File: src/design/idpool_pkg.sv
package idpool_pkg;

   localparam int unsigned ID_W         = 9;
   localparam int unsigned HANDLE_W     = 32;
   localparam int unsigned ACTION_W     = 2;
   localparam int unsigned STATUS_W     = 2;

   localparam int unsigned MAX_IDS_DEF     = 256;
   localparam int unsigned HANDLE_BITS_DEF = 32;

   localparam logic [ACTION_W-1:0] ACT_ALLOC   = 2'd0;
   localparam logic [ACTION_W-1:0] ACT_RELEASE = 2'd1;
   localparam logic [ACTION_W-1:0] ACT_LOOKUP  = 2'd2;

   localparam logic [STATUS_W-1:0] ST_OK     = 2'd0;
   localparam logic [STATUS_W-1:0] ST_FULL   = 2'd1;
   localparam logic [STATUS_W-1:0] ST_BADREL = 2'd2;

   typedef struct packed {
      logic [ACTION_W-1:0] action;
      logic [ID_W-1:0]     req_id;
      logic [HANDLE_W-1:0] req_handle;
   } req_type;

   typedef struct packed {
      logic [ID_W-1:0]     got_id;
      logic [HANDLE_W-1:0] got_handle;
      logic                found;
      logic [STATUS_W-1:0] status;
   } rsp_type;

   typedef struct packed {
      logic push;
      logic pop;
   } stack_ctl_type;

   typedef struct packed {
      logic empty;
      logic full;
   } stack_stat_type;

endpackage

File: src/design/idpool_free_stack.sv
module idpool_free_stack #(
   parameter int unsigned DEPTH = idpool_pkg::MAX_IDS_DEF
) (
   input  logic                           clock,
   input  logic                           reset,
   input  idpool_pkg::stack_ctl_type      ctl,
   input  logic [$clog2(DEPTH)-1:0]       push_data,
   output logic [$clog2(DEPTH)-1:0]       top_data,
   output idpool_pkg::stack_stat_type     stat
);

   localparam int unsigned AW = $clog2(DEPTH);
   localparam int unsigned CW = $clog2(DEPTH + 1);

   logic [AW-1:0] mem_ff [DEPTH];
   logic [AW-1:0] top_ff;
   logic [CW-1:0] count_ff;
   logic [CW-1:0] count_in;
   logic [CW-1:0] count_dec;

   assign count_dec = count_ff - CW'(1);

   always_comb begin
      count_in = count_ff;
      if (ctl.pop) begin
         count_in = count_dec;
      end else if (ctl.push) begin
         count_in = count_ff + CW'(1);
      end
   end

   always_ff @(posedge clock) begin
      if (reset) begin
         count_ff <= '0;
      end else begin
         count_ff <= count_in;
      end
   end

   always_ff @(posedge clock) begin
      if (ctl.push) begin
         mem_ff[count_ff[AW-1:0]] <= push_data;
      end
      if (ctl.pop) begin
         top_ff <= mem_ff[count_dec[AW-1:0]];
      end
   end

   assign top_data = top_ff;
   assign stat     = '{empty: (count_ff == '0), full: (32'(count_ff) == 32'(DEPTH))};

endmodule

File: config.mk
export PLATFORM = sky130hd
export DESIGN_NAME = idpool_free_stack
export DESIGN_NICKNAME = d
export VERILOG_FILES = /design/src/design/idpool_pkg.sv /design/src/design/idpool_free_stack.sv
export SDC_FILE = /design/constraint.sdc
export NUM_CORES = 2
export LEC_CHECK = 0
export BUFFER_PORTS_ARGS = -buffer_cell sky130_fd_sc_hd__buf_2
export CORE_ASPECT_RATIO = 0.5
export CORE_MARGIN = 2
export CORE_UTILIZATION = 30
export DETAILED_ROUTE_END_ITERATION = 7
export GPL_TIMING_DRIVEN = 1
export PLACE_DENSITY = 0.44
export SLEW_MARGIN = 20
export SYNTH_ARGS = -nofsm -noshare
export SYNTH_HDL_FRONTEND = slang
export SYNTH_SLANG_ARGS = --single-unit
File: constraint.sdc
create_clock -name clock -period 8.17 [get_ports clock]
set_input_delay 0 -clock clock [delete_from_list [all_inputs] [get_ports clock]]
set_output_delay 0 -clock clock [all_outputs]
set_load 0.02 [all_outputs]
==> reports/metrics.cfg <==
[run_status]
outcome=finished, final reports clean

[placement]
pre_cts_ws_ns=2.595
io_buffers=21
dp_hpwl_um=126000
gp_congestion=0.7600

[cells_and_area]
num-nets-final=3775
drive_gt1_share_pct=23.41
syn_to_final_growth_pct=13.92

[setup_path]
crit_chain=buf_4 -> buf_4 -> mux4_2 -> mux2i_1 -> mux2i_1 -> a22oi_1 -> o221ai_1 -> a22oi_1 -> o221ai_1
path_class=register to register
cpMaxStageDelayCell=buf_4
cp.required_ns=8.71
cp_max_fo=44
cpLargestDelayFamily=buffers and inverters
crit_buf_inv=2
critPathMaxStageDelay_ns=0.83
start_kind=register
critPathCaptureType=register
critPathArrivalTime_ns=6.00

[timing]
period_share_pct=66.81
hold_viol=0
slew_viol_final=0
final.setup.worst_slack_ns=2.712
setup_viol=0
slew_headroom_pct=20.04
fmax_mhz=183.2
fin_tns_setup_ns=0
post-route-min-period_ns=5.458
rsz0062_at_grt=no
fin_worst_skew_ns=0.03289
worst_pin_slew_ns=1.188

[drt]
drt_iter0_drc=4005
routed_wl_um=214000
drt.antenna.violating_nets=0
first_pass_iters=5
drcViolationCount=0
routed-via-count=37485
wire_per_inst_um=28.80
vias_per_cell=5.046

[clock_network]
clkSlewWorstSetupHoldPaths_ns=0.06
cts_root_buf=clkbuf_16
htree_levels=4
cts_tree=yes
cts_made_buffers=207
clockBufferDepth=4
clk_latency_ns=0.85
cts_resized=0
cts.sinks=2065

[power]
power_w=0.02529
p_leak_nw=27.33
power_density_nw_per_um2=278.3
ir_drop_mv=0.1767

[worst_hold_path]
hold_path_class=input port to register

[die]
rows=133
dieArea_sq_um=270300
core_sq_um=263600
die_h_um=368.6
die_w_um=733.2
initial_utilization_pct=30.26
io_pins=22

[yosys]
yosysWarnings=0
async_flop_share_pct=0
ys_ff_latch=2065
yosysTopAreaCell=edfxtp_1
synth_commonest_cells=edfxtp_1, mux4_2, nor2_1
seq_area_frac_synth_pct=77.63
synthTopCellsByArea=edfxtp_1, mux4_2, a22oi_1
synth_area_sq_um=79760
dominantRegCellSynth=edfxtp_1
synth_area_per_cell_sq_um=21.79
synth_nets=3677
synth.most_common_cell=edfxtp_1
syn_inst=3661
synth-edff-count=2056
yosysTopAreaCellShare_pct=77.40
yosys.cell_types.count=42

[global_route]
gr-usage-met2_pct=24.31
grt_overflow=0
grt_use_met3_pct=3.112
grt_use_total_pct=15.58
grt_max_degree=174
grt_pass1_vias=38983
grt-busiest-layer=met2
grt_pass1_wl_um=302100
antenna_found_initial=16
met1_usage_pct=22.29

[flow_run]
drv_cap=0

## power by group
| group | switching (W) | internal, W | leakage [nW] |
|---|---|---|---|
| registers | 0.0000700 | 0.0117 | 18.6 |
| logic | 0.00277 | 0.00139 | 5.61 |
| clock network | 0.00403 | 0.00531 | 3.15 |
## cell families (layout without fill, tap and decap cells)
kind of cell               count (synthesis)  count (layout)  share of synthesized area, %
DFF                                     2065            2065                         77.63
muxes                                    608             608                         15.66
other                                      0               2                             0
xor gates and xnor gates                  15              15                        0.1647
and+or+nand+nor                          437             437                         2.268
adders and majority gates                  4               4                       0.06275
buffers and inverters                    229             485                         1.316
AOI/OAI and AO/OA                        303             303                         2.899
## per-stage QoR
step,util [%],cell area [sq um],hold WS (ns),instances
floorplan,-,79760,0.09887,3661
global placement,31.93,84170,0.3261,7042
detailed placement,31.96,84240,0.3284,7046
CTS,34.46,90830,0.08262,7426
global route,34.47,90860,0.08763,7427
finish,34.47,90870,0.1152,7429
## tightest hold or removal path, cell delays in order
cell and delay, ns:
dlygate4sd3_1 0.58, buf_2 0.22, nor2_1 0.11
## worst paths after layout
path              cells past startpoint           to         from  slack, ns
setup / recovery                      9  top_data[4]  count_ff[0]       2.71
hold / removal                        3  count_ff[6]        reset       0.12
setup reg to reg                      9  top_data[4]  count_ff[0]       2.71
hold reg to reg                       2  count_ff[8]  count_ff[8]       0.55
## cells in the final DEF, fill, tap and decap left out, types with 4 or more instances in the layout
cell type	n
mux4_2	512
buf_4	68
mux2i_1	96
nor3_1	16
dfxtp_1	8
buf_8	8
a21oi_1	33
and2_1	4
a22oi_1	153
nor3_2	7
clkbuf_1	40
buf_12	10
a21oi_4	4
nand3_1	8
dlygate4sd3_1	13
o221ai_1	24
edfxtp_1	2056
nor2b_1	6
nand2_1	61
a22o_1	80
bufinv_16	21
nor2_1	286
clkinv_1	61
and3_1	16
clkbuf_16	208
clkinv_2	29
buf_2	13
xor2_1	7
xnor2_1	7
nand3_2	15
## sequential cells by signal (all words and copies together) (netlist names)
signal    count
count_ff      9
top_data      8
mem_ff     2048
## final cells by class
class	instances	area, sq um
Antenna cell	2	5.005
Tap cell	3510	4392
Timing Repair Buffer	116	1087
Multi-Input combinational cell	1367	16990
Fill cell	24624	172700
Clock inverter	119	1109
Clock buffer	248	5355
Inverter	2	7.507
Sequential cell	2065	61920
## timing repair
action / CTS / global route
hold buffers: 13 / 0
endpoints found under the hold margin: 833 / 0
setup buffers: 0 / 0
## routing by layer
layer / up-vias / routed length, um / share of wire (%)
met3: 288 / 13860 / 6.5
met2: 1031 / 98830 / 46
met5: - / 13 / 0.0061
li1: 15618 / - / -
met4: 2 / 5636 / 2.6
met1: 20546 / 95630 / 45
(Power assumes the default switching activity.)
